[src/rtl/wisel_pkg.sv]
// ----------------------------------------------------------------------------
// wisel_pkg
// shared constants and types of the weighted interleave node selector
// ----------------------------------------------------------------------------
package wisel_pkg;

  localparam int NODES     = 4;
  localparam int STREAMS   = 64;
  localparam int CNT_W     = 32;
  localparam int WEIGHT_W  = 8;
  localparam int SUM_W     = WEIGHT_W + $clog2(NODES);
  localparam int NODE_W    = 2;
  localparam int SID_W     = 6;
  localparam int ADDR_W    = $clog2(STREAMS);
  localparam int CFG_IDX_W = 8;
  localparam int STEP_W    = $clog2(CNT_W);

  localparam logic OP_ALLOC = 1'b0;
  localparam logic OP_CLEAR = 1'b1;

  typedef enum logic [2:0] {
    ST_IDLE,
    ST_READ,
    ST_DIV,
    ST_PICK,
    ST_OUT
  } state_t;

endpackage

[src/rtl/wisel_if.sv]
// ----------------------------------------------------------------------------
// wisel_if
// valid/ready channels of the node selector: request, result, configuration
// ----------------------------------------------------------------------------
interface wisel_in_if;
  logic                    valid;
  logic                    ready;
  logic                    op;
  logic [wisel_pkg::SID_W-1:0] stream_id;

  modport source (output valid, output op, output stream_id, input ready);
  modport sink   (input valid, input op, input stream_id, output ready);
endinterface

interface wisel_out_if;
  logic                         valid;
  logic                         ready;
  logic [wisel_pkg::NODE_W-1:0] node;
  logic                         error;

  modport source (output valid, output node, output error, input ready);
  modport sink   (input valid, input node, input error, output ready);
endinterface

interface wisel_cfg_if;
  logic                            valid;
  logic                            ready;
  logic [wisel_pkg::CFG_IDX_W-1:0] index;
  logic [wisel_pkg::WEIGHT_W-1:0]  data;

  modport source (output valid, output index, output data, input ready);
  modport sink   (input valid, input index, input data, output ready);
endinterface

[src/rtl/wisel_mod.sv]
// ----------------------------------------------------------------------------
// wisel_mod
// iterative remainder unit: one restoring step per cycle over the counter
// ----------------------------------------------------------------------------
module wisel_mod (
  input  logic                           clk,
  input  logic                           rst_n,
  input  logic                           start,
  input  logic [wisel_pkg::CNT_W-1:0]    dividend,
  input  logic [wisel_pkg::SUM_W-1:0]    divisor,
  output logic                           done,
  output logic [wisel_pkg::SUM_W-1:0]    rem
);

  logic                          busy_r;
  logic                          done_r;
  logic [wisel_pkg::STEP_W-1:0]  step_r;
  logic [wisel_pkg::CNT_W-1:0]   dvd_r;
  logic [wisel_pkg::SUM_W-1:0]   dvs_r;
  logic [wisel_pkg::SUM_W-1:0]   rem_r;
  logic [wisel_pkg::SUM_W:0]     trial;
  logic [wisel_pkg::SUM_W-1:0]   rem_nxt;
  logic                          last_step;

  assign trial     = {rem_r, dvd_r[wisel_pkg::CNT_W-1]};
  assign last_step = (step_r == wisel_pkg::STEP_W'(wisel_pkg::CNT_W - 1));

  always_comb begin
    if (trial >= {1'b0, dvs_r}) begin
      rem_nxt = wisel_pkg::SUM_W'(trial - {1'b0, dvs_r});
    end else begin
      rem_nxt = trial[wisel_pkg::SUM_W-1:0];
    end
  end

  always_ff @(posedge clk) begin
    if (!rst_n) begin
      busy_r <= 1'b0;
      done_r <= 1'b0;
      step_r <= '0;
    end else begin
      done_r <= busy_r && last_step;
      if (start) begin
        busy_r <= 1'b1;
        step_r <= '0;
      end else if (busy_r) begin
        step_r <= step_r + 1'b1;
        if (last_step) begin
          busy_r <= 1'b0;
        end
      end
    end
  end

  always_ff @(posedge clk) begin
    if (start) begin
      dvd_r <= dividend;
      dvs_r <= divisor;
      rem_r <= '0;
    end else if (busy_r) begin
      dvd_r <= {dvd_r[wisel_pkg::CNT_W-2:0], 1'b0};
      rem_r <= rem_nxt;
    end
  end

  assign done = done_r;
  assign rem  = rem_r;

endmodule

[src/rtl/weighted_interleave_node_select.sv]
// ----------------------------------------------------------------------------
// weighted_interleave_node_select
// weighted interleave of page allocations over memory nodes, per stream
// ----------------------------------------------------------------------------
// in_ch takes one transaction at a time: op allocate bumps the stream's
// counter and gives one result on out_ch, op clear zeroes the counter and
// gives none. cfg_ch writes node weights (index 0..3, 8 bits), always ready;
// write only while the block is idle. out_ch carries node and error.
// Counters sit in a 64 x 32 synchronous RAM with one valid flop per stream.
// An allocate passes from acceptance to result through the RAM read at the
// accepting edge, one read-modify-write, the bit-serial remainder unit (32
// steps and its done flag), one node pick and one output load. The next
// transaction is taken only once the block is back in idle after the output
// load; the remainder unit sets the rate. A clear completes at its
// accepting edge and leaves the block idle. A zero weight sum skips the
// remainder unit and goes from the read-modify-write to the output load.
// A new transaction is taken while a result still waits in the output
// register; a stalled receiver holds the next result in its final state.
// After reset all counters read as zero and every weight is 1.
// ----------------------------------------------------------------------------
module weighted_interleave_node_select (
  input  logic        clk,
  input  logic        rst_n,
  wisel_in_if.sink    in_ch,
  wisel_out_if.source out_ch,
  wisel_cfg_if.sink   cfg_ch
);

  wisel_pkg::state_t                  state_r, state_nxt;
  logic [wisel_pkg::ADDR_W-1:0]       sid_r, sid_nxt;
  logic [wisel_pkg::NODE_W-1:0]       res_node_r, res_node_nxt;
  logic                               res_err_r, res_err_nxt;
  logic [wisel_pkg::STREAMS-1:0]      vld_r;
  logic [wisel_pkg::NODES-1:0][wisel_pkg::WEIGHT_W-1:0] weight_r;
  logic [wisel_pkg::CNT_W-1:0]        mem [wisel_pkg::STREAMS];
  logic [wisel_pkg::CNT_W-1:0]        rd_data_r;
  logic                               out_valid_r;
  logic [wisel_pkg::NODE_W-1:0]       out_node_r;
  logic                               out_error_r;

  logic [wisel_pkg::ADDR_W-1:0]       in_sid;
  logic                               rd_en;
  logic                               mem_we;
  logic                               vld_set;
  logic                               vld_clr;
  logic                               div_start;
  logic                               div_done;
  logic [wisel_pkg::SUM_W-1:0]        div_rem;
  logic                               out_load;
  logic [wisel_pkg::CNT_W-1:0]        cnt_cur;
  logic [wisel_pkg::CNT_W-1:0]        cnt_inc;
  logic [wisel_pkg::SUM_W-1:0]        wsum;
  logic [wisel_pkg::SUM_W-1:0]        run;
  logic                               found;
  logic [wisel_pkg::NODE_W-1:0]       pick_node;

  assign in_sid  = in_ch.stream_id[wisel_pkg::ADDR_W-1:0];
  assign cnt_cur = vld_r[sid_r] ? rd_data_r : '0;
  assign cnt_inc = cnt_cur + 1'b1;

  always_comb begin
    wsum = '0;
    for (int n = 0; n < wisel_pkg::NODES; n++) begin
      wsum = wsum + wisel_pkg::SUM_W'(weight_r[n]);
    end
  end

  // walk from the highest node down
  always_comb begin
    run       = '0;
    found     = 1'b0;
    pick_node = '0;
    for (int n = wisel_pkg::NODES - 1; n >= 0; n--) begin
      run = run + wisel_pkg::SUM_W'(weight_r[n]);
      if (!found && (div_rem < run)) begin
        pick_node = wisel_pkg::NODE_W'(n);
        found     = 1'b1;
      end
    end
  end

  wisel_mod u_mod (
    .clk      (clk),
    .rst_n    (rst_n),
    .start    (div_start),
    .dividend (cnt_inc),
    .divisor  (wsum),
    .done     (div_done),
    .rem      (div_rem)
  );

  always_comb begin
    state_nxt    = state_r;
    sid_nxt      = sid_r;
    res_node_nxt = res_node_r;
    res_err_nxt  = res_err_r;
    in_ch.ready  = 1'b0;
    rd_en        = 1'b0;
    mem_we       = 1'b0;
    vld_set      = 1'b0;
    vld_clr      = 1'b0;
    div_start    = 1'b0;
    out_load     = 1'b0;
    unique case (state_r)
      wisel_pkg::ST_IDLE: begin
        in_ch.ready = 1'b1;
        if (in_ch.valid) begin
          sid_nxt = in_sid;
          if (in_ch.op == wisel_pkg::OP_CLEAR) begin
            vld_clr = 1'b1;
          end else begin
            rd_en     = 1'b1;
            state_nxt = wisel_pkg::ST_READ;
          end
        end
      end
      wisel_pkg::ST_READ: begin
        mem_we  = 1'b1;
        vld_set = 1'b1;
        if (wsum == '0) begin
          res_node_nxt = '0;
          res_err_nxt  = 1'b1;
          state_nxt    = wisel_pkg::ST_OUT;
        end else begin
          div_start = 1'b1;
          state_nxt = wisel_pkg::ST_DIV;
        end
      end
      wisel_pkg::ST_DIV: begin
        if (div_done) begin
          state_nxt = wisel_pkg::ST_PICK;
        end
      end
      wisel_pkg::ST_PICK: begin
        res_node_nxt = pick_node;
        res_err_nxt  = 1'b0;
        state_nxt    = wisel_pkg::ST_OUT;
      end
      wisel_pkg::ST_OUT: begin
        if (!out_valid_r || out_ch.ready) begin
          out_load  = 1'b1;
          state_nxt = wisel_pkg::ST_IDLE;
        end
      end
      default: begin
        state_nxt = wisel_pkg::ST_IDLE;
      end
    endcase
  end

  always_ff @(posedge clk) begin
    if (!rst_n) begin
      state_r <= wisel_pkg::ST_IDLE;
    end else begin
      state_r <= state_nxt;
    end
  end

  always_ff @(posedge clk) begin
    sid_r      <= sid_nxt;
    res_node_r <= res_node_nxt;
    res_err_r  <= res_err_nxt;
  end

  // counter ram
  always_ff @(posedge clk) begin
    if (rd_en) begin
      rd_data_r <= mem[in_sid];
    end
    if (mem_we) begin
      mem[sid_r] <= cnt_inc;
    end
  end

  always_ff @(posedge clk) begin
    if (!rst_n) begin
      vld_r <= '0;
    end else if (vld_clr) begin
      vld_r[in_sid] <= 1'b0;
    end else if (vld_set) begin
      vld_r[sid_r] <= 1'b1;
    end
  end

  assign cfg_ch.ready = 1'b1;

  always_ff @(posedge clk) begin
    if (!rst_n) begin
      for (int n = 0; n < wisel_pkg::NODES; n++) begin
        weight_r[n] <= wisel_pkg::WEIGHT_W'(1);
      end
    end else if (cfg_ch.valid &&
                 (cfg_ch.index < wisel_pkg::CFG_IDX_W'(wisel_pkg::NODES))) begin
      weight_r[cfg_ch.index[wisel_pkg::NODE_W-1:0]] <= cfg_ch.data;
    end
  end

  always_ff @(posedge clk) begin
    if (!rst_n) begin
      out_valid_r <= 1'b0;
    end else if (out_load) begin
      out_valid_r <= 1'b1;
    end else if (out_ch.ready) begin
      out_valid_r <= 1'b0;
    end
  end

  always_ff @(posedge clk) begin
    if (out_load) begin
      out_node_r  <= res_node_r;
      out_error_r <= res_err_r;
    end
  end

  assign out_ch.valid = out_valid_r;
  assign out_ch.node  = out_node_r;
  assign out_ch.error = out_error_r;

endmodule

[src/flat_wrapper.sv]
// flat-port wrapper written by rule: the top's interface ports become plain ports
module weighted_interleave_node_select_flat 
  (clk, rst_n, in_ch_valid, in_ch_op, in_ch_stream_id, in_ch_ready, out_ch_valid, out_ch_node, out_ch_error, out_ch_ready, cfg_ch_valid, cfg_ch_index, cfg_ch_data, cfg_ch_ready);
  wisel_in_if in_ch_i ();
  wisel_out_if out_ch_i ();
  wisel_cfg_if cfg_ch_i ();
  input  logic clk;
  input  logic rst_n;
  input wire logic [$bits(in_ch_i.valid)-1:0] in_ch_valid;
  input wire logic [$bits(in_ch_i.op)-1:0] in_ch_op;
  input wire logic [$bits(in_ch_i.stream_id)-1:0] in_ch_stream_id;
  output wire logic [$bits(in_ch_i.ready)-1:0] in_ch_ready;
  output wire logic [$bits(out_ch_i.valid)-1:0] out_ch_valid;
  output wire logic [$bits(out_ch_i.node)-1:0] out_ch_node;
  output wire logic [$bits(out_ch_i.error)-1:0] out_ch_error;
  input wire logic [$bits(out_ch_i.ready)-1:0] out_ch_ready;
  input wire logic [$bits(cfg_ch_i.valid)-1:0] cfg_ch_valid;
  input wire logic [$bits(cfg_ch_i.index)-1:0] cfg_ch_index;
  input wire logic [$bits(cfg_ch_i.data)-1:0] cfg_ch_data;
  output wire logic [$bits(cfg_ch_i.ready)-1:0] cfg_ch_ready;
  assign in_ch_i.valid = in_ch_valid;
  assign in_ch_i.op = in_ch_op;
  assign in_ch_i.stream_id = in_ch_stream_id;
  assign in_ch_ready = in_ch_i.ready;
  assign out_ch_valid = out_ch_i.valid;
  assign out_ch_node = out_ch_i.node;
  assign out_ch_error = out_ch_i.error;
  assign out_ch_i.ready = out_ch_ready;
  assign cfg_ch_i.valid = cfg_ch_valid;
  assign cfg_ch_i.index = cfg_ch_index;
  assign cfg_ch_i.data = cfg_ch_data;
  assign cfg_ch_ready = cfg_ch_i.ready;
  weighted_interleave_node_select u_core (.clk(clk), .rst_n(rst_n), .in_ch(in_ch_i), .out_ch(out_ch_i), .cfg_ch(cfg_ch_i));
endmodule
[config.mk]
export PLATFORM = sky130hd
export DESIGN_NAME = weighted_interleave_node_select_flat
export DESIGN_NICKNAME = d
export VERILOG_FILES = /design/src/rtl/wisel_pkg.sv /design/src/rtl/wisel_if.sv /design/src/rtl/wisel_mod.sv /design/src/rtl/weighted_interleave_node_select.sv /design/src/flat_wrapper.sv
export SDC_FILE = /design/constraint.sdc
export NUM_CORES = 2
export LEC_CHECK = 0
export ABC_AREA = 1
export ABC_CLOCK_PERIOD_IN_PS = 8100
export CAP_MARGIN = 15
export CORE_MARGIN = 3
export CORE_UTILIZATION = 60
export CTS_BUF_LIST = sky130_fd_sc_hd__clkbuf_16
export CTS_CLUSTER_SIZE = 28
export DETAILED_ROUTE_END_ITERATION = 10
export DONT_BUFFER_PORTS = 1
export PLACE_DENSITY_LB_ADDON = 0.08
export SETUP_SLACK_MARGIN = 0.5
export SLEW_MARGIN = 15
export SYNTH_ARGS = -nofsm -noshare
export SYNTH_HDL_FRONTEND = slang
export SYNTH_HIERARCHICAL = 1
export SYNTH_SLANG_ARGS = --single-unit
[constraint.sdc]
create_clock -name clk -period 8.1 [get_ports clk]
set_input_delay 0.405 -clock clk [delete_from_list [all_inputs] [get_ports clk]]
set_output_delay 0.405 -clock clk [all_outputs]
set_load 0.03 [all_outputs]
# After elaboration in Yosys (flattened, before gate mapping)
# Memory sizes are Yosys's and may differ from the RTL's. A register that Yosys moved wholly into a read port is not among the register bits.
# Index checks and enable logic that the tools add are counted.
word_totals:
  regBits: 171
  ram_bits: 2048
  input_bits: 28
  n_memories: 1
classes:
  addsub: 9
  order_cmp: 12
  n_eq_ne: 10
  mux: 51
  n_bitwise: 4
  reduce_logical: 23
memory_table:
  columns: ["name", "depth", "word_bits", "rd", "rd_clocked_by_memory_dff", "write_ports", "line_no", "source"]
  rows:
  - ["u_core.mem", 64, 32, 1, 1, 1, "weighted_interleave_node_select.sv:35", "logic [wisel_pkg::CNT_W-1:0] mem [wisel_pkg::STREAMS];"]
ops:
  columns: ["cell", "n"]
  rows:
  - ["$mux W64", 2]
  - ["$mux W32", 3]
  - ["$and A64 B64 Y64", 1]
  - ["$not A64 Y64", 1]
  - ["$or A64 B64 Y64", 1]
  - ["$add A10 B8 Y10", 4]
  - ["$add A32 B1 Y32 const B", 1]
  - ["$bwmux W32", 1]
  - ["$mux W1", 26]
  - ["$lt A10 B10 Y1", 2]
  - ["$add A8 B8 Y9", 2]
  - ["$demux W8 S2", 1]
  - ["$mux W3", 5]
  - ["$pmux W3 S5", 1]
  - ["$lt A6 B7 Y1 const B", 2]
  - ["$demux W1 S6", 2]
  - ["$ge A6 B1 Y1 const B", 2]
  - ["$ge A11 B10 Y1", 1]
  - ["$logic_not A10 Y1", 1]
  - ["$lt A10 B8 Y1", 1]
  - ["$lt A10 B9 Y1", 1]
  - ["$mux W10", 1]
  - ["$mux W2", 5]
  - ["$sub A10 B10 Y10", 1]
  - ["other kinds (23)", 41]

# Depth between registers and ports, before layout
depth:
  depth_word: 12
  mapped_depth: 27
  mapped_depth_nobuf: 27

# Modules after synthesis
# Netlist, hierarchy kept.
by_module_without_submodules:
  columns: ["mod", "n_inst", "cells_each", "area_per_inst_um2", "seq_area_each_um2"]
  rows:
  - ["weighted_interleave_node_select", 1, 5980, 85213.0, 64822.2]
  - ["wisel_mod", 1, 366, 3046.7, 1601.5]

# Worst setup path after synthesis
# Ideal clock, no wire load.
synth_path:
  path_type: "reg-to-reg"
  start: "register u_core/sid_r[0] in the netlist's numbering"
  end: "memory u_core/mem[0][16] in the netlist's numbering (data pin)"
  setup_ps: 574
  arrival_ps: 5308
  slack_ps: 2218
  stages_incl_launch_ff: 23
  n_path_buf: 5
  synth_period_minus_slack_ps: 5882
  cell_sequence: "edfxtp_1 > buf_2 > buf_6 > or2_1 > nand3_1 > nand2_1 > o21ai_1 > nand2_1 > nor2_1 > nand2_4 > buf_12 > buf_12 > buf_2 > nand2_1 > inv_1 > ha_1 > nand2_1 > inv_1 > nand3_1 > inv_1 > nand2_2 > nor2_2 > xnor2_1"
synth_between:
  elab_chain_cells: 4
synth_rtl:
  columns: ["item", "line_no", "source"]
  rows:
  - ["start, declared", "weighted_interleave_node_select.sv:30", "logic [wisel_pkg::ADDR_W-1:0] sid_r, sid_nxt;"]
  - ["start signal, assigned", "weighted_interleave_node_select.sv:160", "sid_r <= sid_nxt;"]
  - ["$bmux W1 S6", "weighted_interleave_node_select.sv:58", "assign cnt_cur = vld_r[sid_r] ? rd_data_r : '0;"]
  - ["$mux W1 (not written as such)", "weighted_interleave_node_select.sv:58", null]
  - ["$mux W32", "weighted_interleave_node_select.sv:58", null]
  - ["$add A32 B1 Y32", "weighted_interleave_node_select.sv:59", "assign cnt_inc = cnt_cur + 1'b1;"]
  - ["via u_core.cnt_inc, one bit", "weighted_interleave_node_select.sv:51", "logic [wisel_pkg::CNT_W-1:0] cnt_inc;"]
  - ["end, declared", "weighted_interleave_node_select.sv:35", null]
# The timed path passes the listed nets, and every way through them passes these cells. The select of a mux whose other input is x is not followed.

# Worst setup path after layout
layout_path:
  start: "register u_core/sid_r[3] in the netlist's numbering"
  end: "register u_core/u_mod/dvd_r[12] in the netlist's numbering (data pin)"
layout_between:
  elab_chain_cells: 5
layout_rtl:
  columns: ["item", "line_no", "source"]
  rows:
  - ["$bmux W1 S6", "weighted_interleave_node_select.sv:58", null]
  - ["$mux W1 (not written as such)", "weighted_interleave_node_select.sv:58", null]
  - ["$mux W32", "weighted_interleave_node_select.sv:58", null]
  - ["$add A32 B1 Y32", "weighted_interleave_node_select.sv:59", null]
  - ["via u_core.cnt_inc, one bit", "weighted_interleave_node_select.sv:51", null]
  - ["$mux W32", "wisel_mod.sv:56", "if (start) begin"]
  - ["end signal, assigned", "wisel_mod.sv:57", "dvd_r <= dividend;"]
  - ["end signal, assigned", "wisel_mod.sv:61", "dvd_r <= {dvd_r[wisel_pkg::CNT_W-2:0], 1'b0};"]
  - ["end, declared", "wisel_mod.sv:18", "logic [wisel_pkg::CNT_W-1:0] dvd_r;"]
# The timed path passes the listed nets, and every way through them passes these cells. The select of a mux whose other input is x is not followed.
# A chain may end at the register's enable or synchronous reset.

==> run summary <==
status - finished clean
IO Count - 34
Critical Path Sink Type - register
Final Cell Area - 0.0985 mm2
Yosys cell types - 60
row count - 140
DIE AREA - 0.152 mm2
Clock Tree Buf Depth - 3
# H-tree levels - 4
Critical-path top delay cell - xor2_4
initial drt markers - 8049
syn nets - 6473
ys async rst share - 0
Area growth syn-to-layout - 11.7%
CP arrival - 5.79 ns
last weighted congestion value of the routability-driven placer - 0.963
ys flop type - edfxtp_1
EDFF count, synth - 2134
RSZ-0062 raised after global routing - false
post-synthesis sequential area ratio - 0.753
CP Cell Sequence - nor3_2 -> o21ai_1 -> nand2_1 -> nor2_2 -> nand2_4 -> inv_2 -> nor2_1 -> ha_2 -> nand2_1 -> inv_1 -> nand3_1 -> nor2_4 -> nand3b_2 -> xor2_4 -> buf_4 -> nand2_1 -> nand2_1
initial core utilization - 0.605
via/cell ratio - 6.73
pin count of the biggest net entering global routing - 85
layout cells sized above 1 - 0.101
vias - 57600
ANT nets after route - 0
Filler cells - 10300
worst vdd ir - 0.000268 V
Routed WL - 281000 um
hold_buf cts - 19
Final min period - 5.10 ns
Buf/Inv on CP - 3
Worst Setup Start Kind - register
# resized after CTS - 0
first-pass GRT wire length - 396000 um
Clk Latency, worst-skew pair - 0.85 ns
fraction of post-synthesis cell area in the top cell type by area - 0.726
final core occ - 0.675
Synth area leader - edfxtp_1
FF+latch count, synth - 2251
Post-Syn Area - 0.0883 mm2
gate count after technology mapping - 6346
max incr delay on CP - 0.79 ns
Root Buffer - clkbuf_16
CTS tree - done
Worst path most repeated cell - nand2_1
initial antenna violation count - 10
clock sink count - 2251
Power, Total - 25700 uW
Post-route DRC - 0
Worst EP required - 8.80 ns
core area - 0.146 mm2
Final Skew - 0.0432 ns
DR WL/cell - 32.8 um
fin. max-slew vios - 0
crit path kind - reg2reg
overall global routing resource usage - 0.369
Clock Pin Slew Worst Setup and Hold Paths - 0.06 ns
setup TNS - 0 ns
Slew HR - 0.192
Die W - 390 um
final hold slack - 0.0638 ns
number of global-route vias before repair - 54300
port buffer count - 0
Synth top cells by count - edfxtp_1, nand2_1, inv_1
HPWL after DPL - 152000 um
final hold viol count - 0
GRT overflow - 0
crit-path max FO - 59
count leader, synth - edfxtp_1
synth warn - 6
MaxCap Viol Count - 0
Fmax - 196 MHz
Post-DP Area - 0.0915 mm2
Area contributors post-synth - edfxtp_1, nand2_1, dfxtp_1
TritonCTS Buffers - 215
power density over the cells - 260 mW/mm2
Final setup viols - 0
syn avg cell area - 13.9 um2
nets@finish - 6583
Crit path max-delay family - simple AND/OR/NAND/NOR gates
crit share post-route - 0.629
Hold Crit Class - in2reg
Die Ht - 390 um
postcts setup bufs - 0
worst slew pin tran - 1.21 ns
Pre-Repair DR Iteration Count - 6
leak pwr - 0.0337 uW
## final cells by class
| cell class | count | area, um2 | share of cell area |
|---|---|---|---|
| Antenna cell | 9 | 22.5 | 0.000229 |
| Multi-Input combinational cell | 3401 | 19700 | 0.200 |
| Sequential cell | 2251 | 66400 | 0.674 |
| Inverter | 385 | 1500 | 0.0153 |
| Clock inverter | 175 | 1300 | 0.0132 |
| Clock buffer | 219 | 5480 | 0.0556 |
| Timing Repair Buffer | 202 | 1690 | 0.0171 |
| Tap cell | 1917 | 2400 | 0.0243 |
## final timing paths
path                                            startpoint                               end  slack [ns]  depth (start not counted)
worst max-delay path             u_core/sid_r[3]$_DFFE_PP_  u_core/u_mod/dvd_r[12]$_DFFE_PP_        3.00                         17
worst min-delay path                           in_ch_valid         u_core/sid_r[1]$_DFFE_PP_        0.06                          2
worst max register to register   u_core/sid_r[3]$_DFFE_PP_  u_core/u_mod/dvd_r[12]$_DFFE_PP_        3.00                         17
worst min register to register  u_core/res_err_r$_DFFE_PP_     u_core/out_ch.error$_DFFE_PP_        0.42                          0
## state kept, by name, indices dropped and copies added, names as in the netlist
name and count:
u_core/u_mod/busy_r 1, u_core/res_node_r 2, u_core/mem 2048, u_core/u_mod/done 1
u_core/u_mod/dvd_r 32, u_core/out_ch.error 1, u_core/u_mod/dvs_r 10, u_core/u_mod/rem 10
u_core/u_mod/step_r 5, u_core/sid_r 6, u_core/state_r 3, u_core/res_err_r 1
u_core/rd_data_r 32, u_core/vld_r 64, u_core/out_ch.valid 1, u_core/out_ch.node 2
u_core/weight_r 32
## stage by stage
| step | worst slack [ns] | std cells |
|---|---|---|
| after global routing | 2.68 | 8550 |
| after detailed placement | 3.07 | 8136 |
| final | 3.00 | 8559 |
| after floorplan | 2.22 | 6346 |
| after CTS | 3.04 | 8549 |
| after global placement | 3.21 | 8136 |
## power by group
part	total (uW)	internal (uW)	switching, uW
sequential	13500	13400	120
combinational	2480	544	1940
clock	9670	5390	4280
## worst register-to-register path, delay by kind of cell, from the launching register on
family	cells	cell delay, ns
and+or+nand+nor	11	2.58
AOI/OAI and AO/OA	1	0.20
DFF	1	0.54
buffers and inverters	3	0.64
adders and majority gates	1	0.22
xor gates and xnor gates	1	0.79
## cells by family after synthesis
group | count (synthesis) | share of synthesized area
flops | 2251 | 0.753
simple gates | 2237 | 0.111
compound gates | 1022 | 0.0845
buf+inv | 694 | 0.0315
fa+ha+maj | 99 | 0.0157
xor+xnor | 42 | 0.00417
other cells | 1 | 0.0000425
## routing by layer
layer | track usage | vias to the layer above | part of all wire
met5 | 0 | - | 0.00085
met4 | 0.160 | 4 | 0.050
met3 | 0.0942 | 681 | 0.14
met2 | 0.555 | 4057 | 0.44
met1 | 0.519 | 28900 | 0.37
li1 | - | 24000 | -
## placed cells by master, fill, tap and decap left out, drive strengths merged, types with 79 or more instances in the layout
| cell | n |
|---|---|
| a221oi | 259 |
| a21oi | 112 |
| clkinv | 109 |
| dfxtp | 117 |
| o21ai | 167 |
| nand3 | 208 |
| nand4 | 272 |
| buf | 184 |
| nor3 | 90 |
| ha | 79 |
| a22oi | 307 |
| inv | 430 |
| nor2 | 142 |
| clkbuf | 219 |
| nand2 | 1488 |
| a22o | 80 |
| edfxtp | 2134 |
Note: power is estimated with default switching activity, not from simulation.
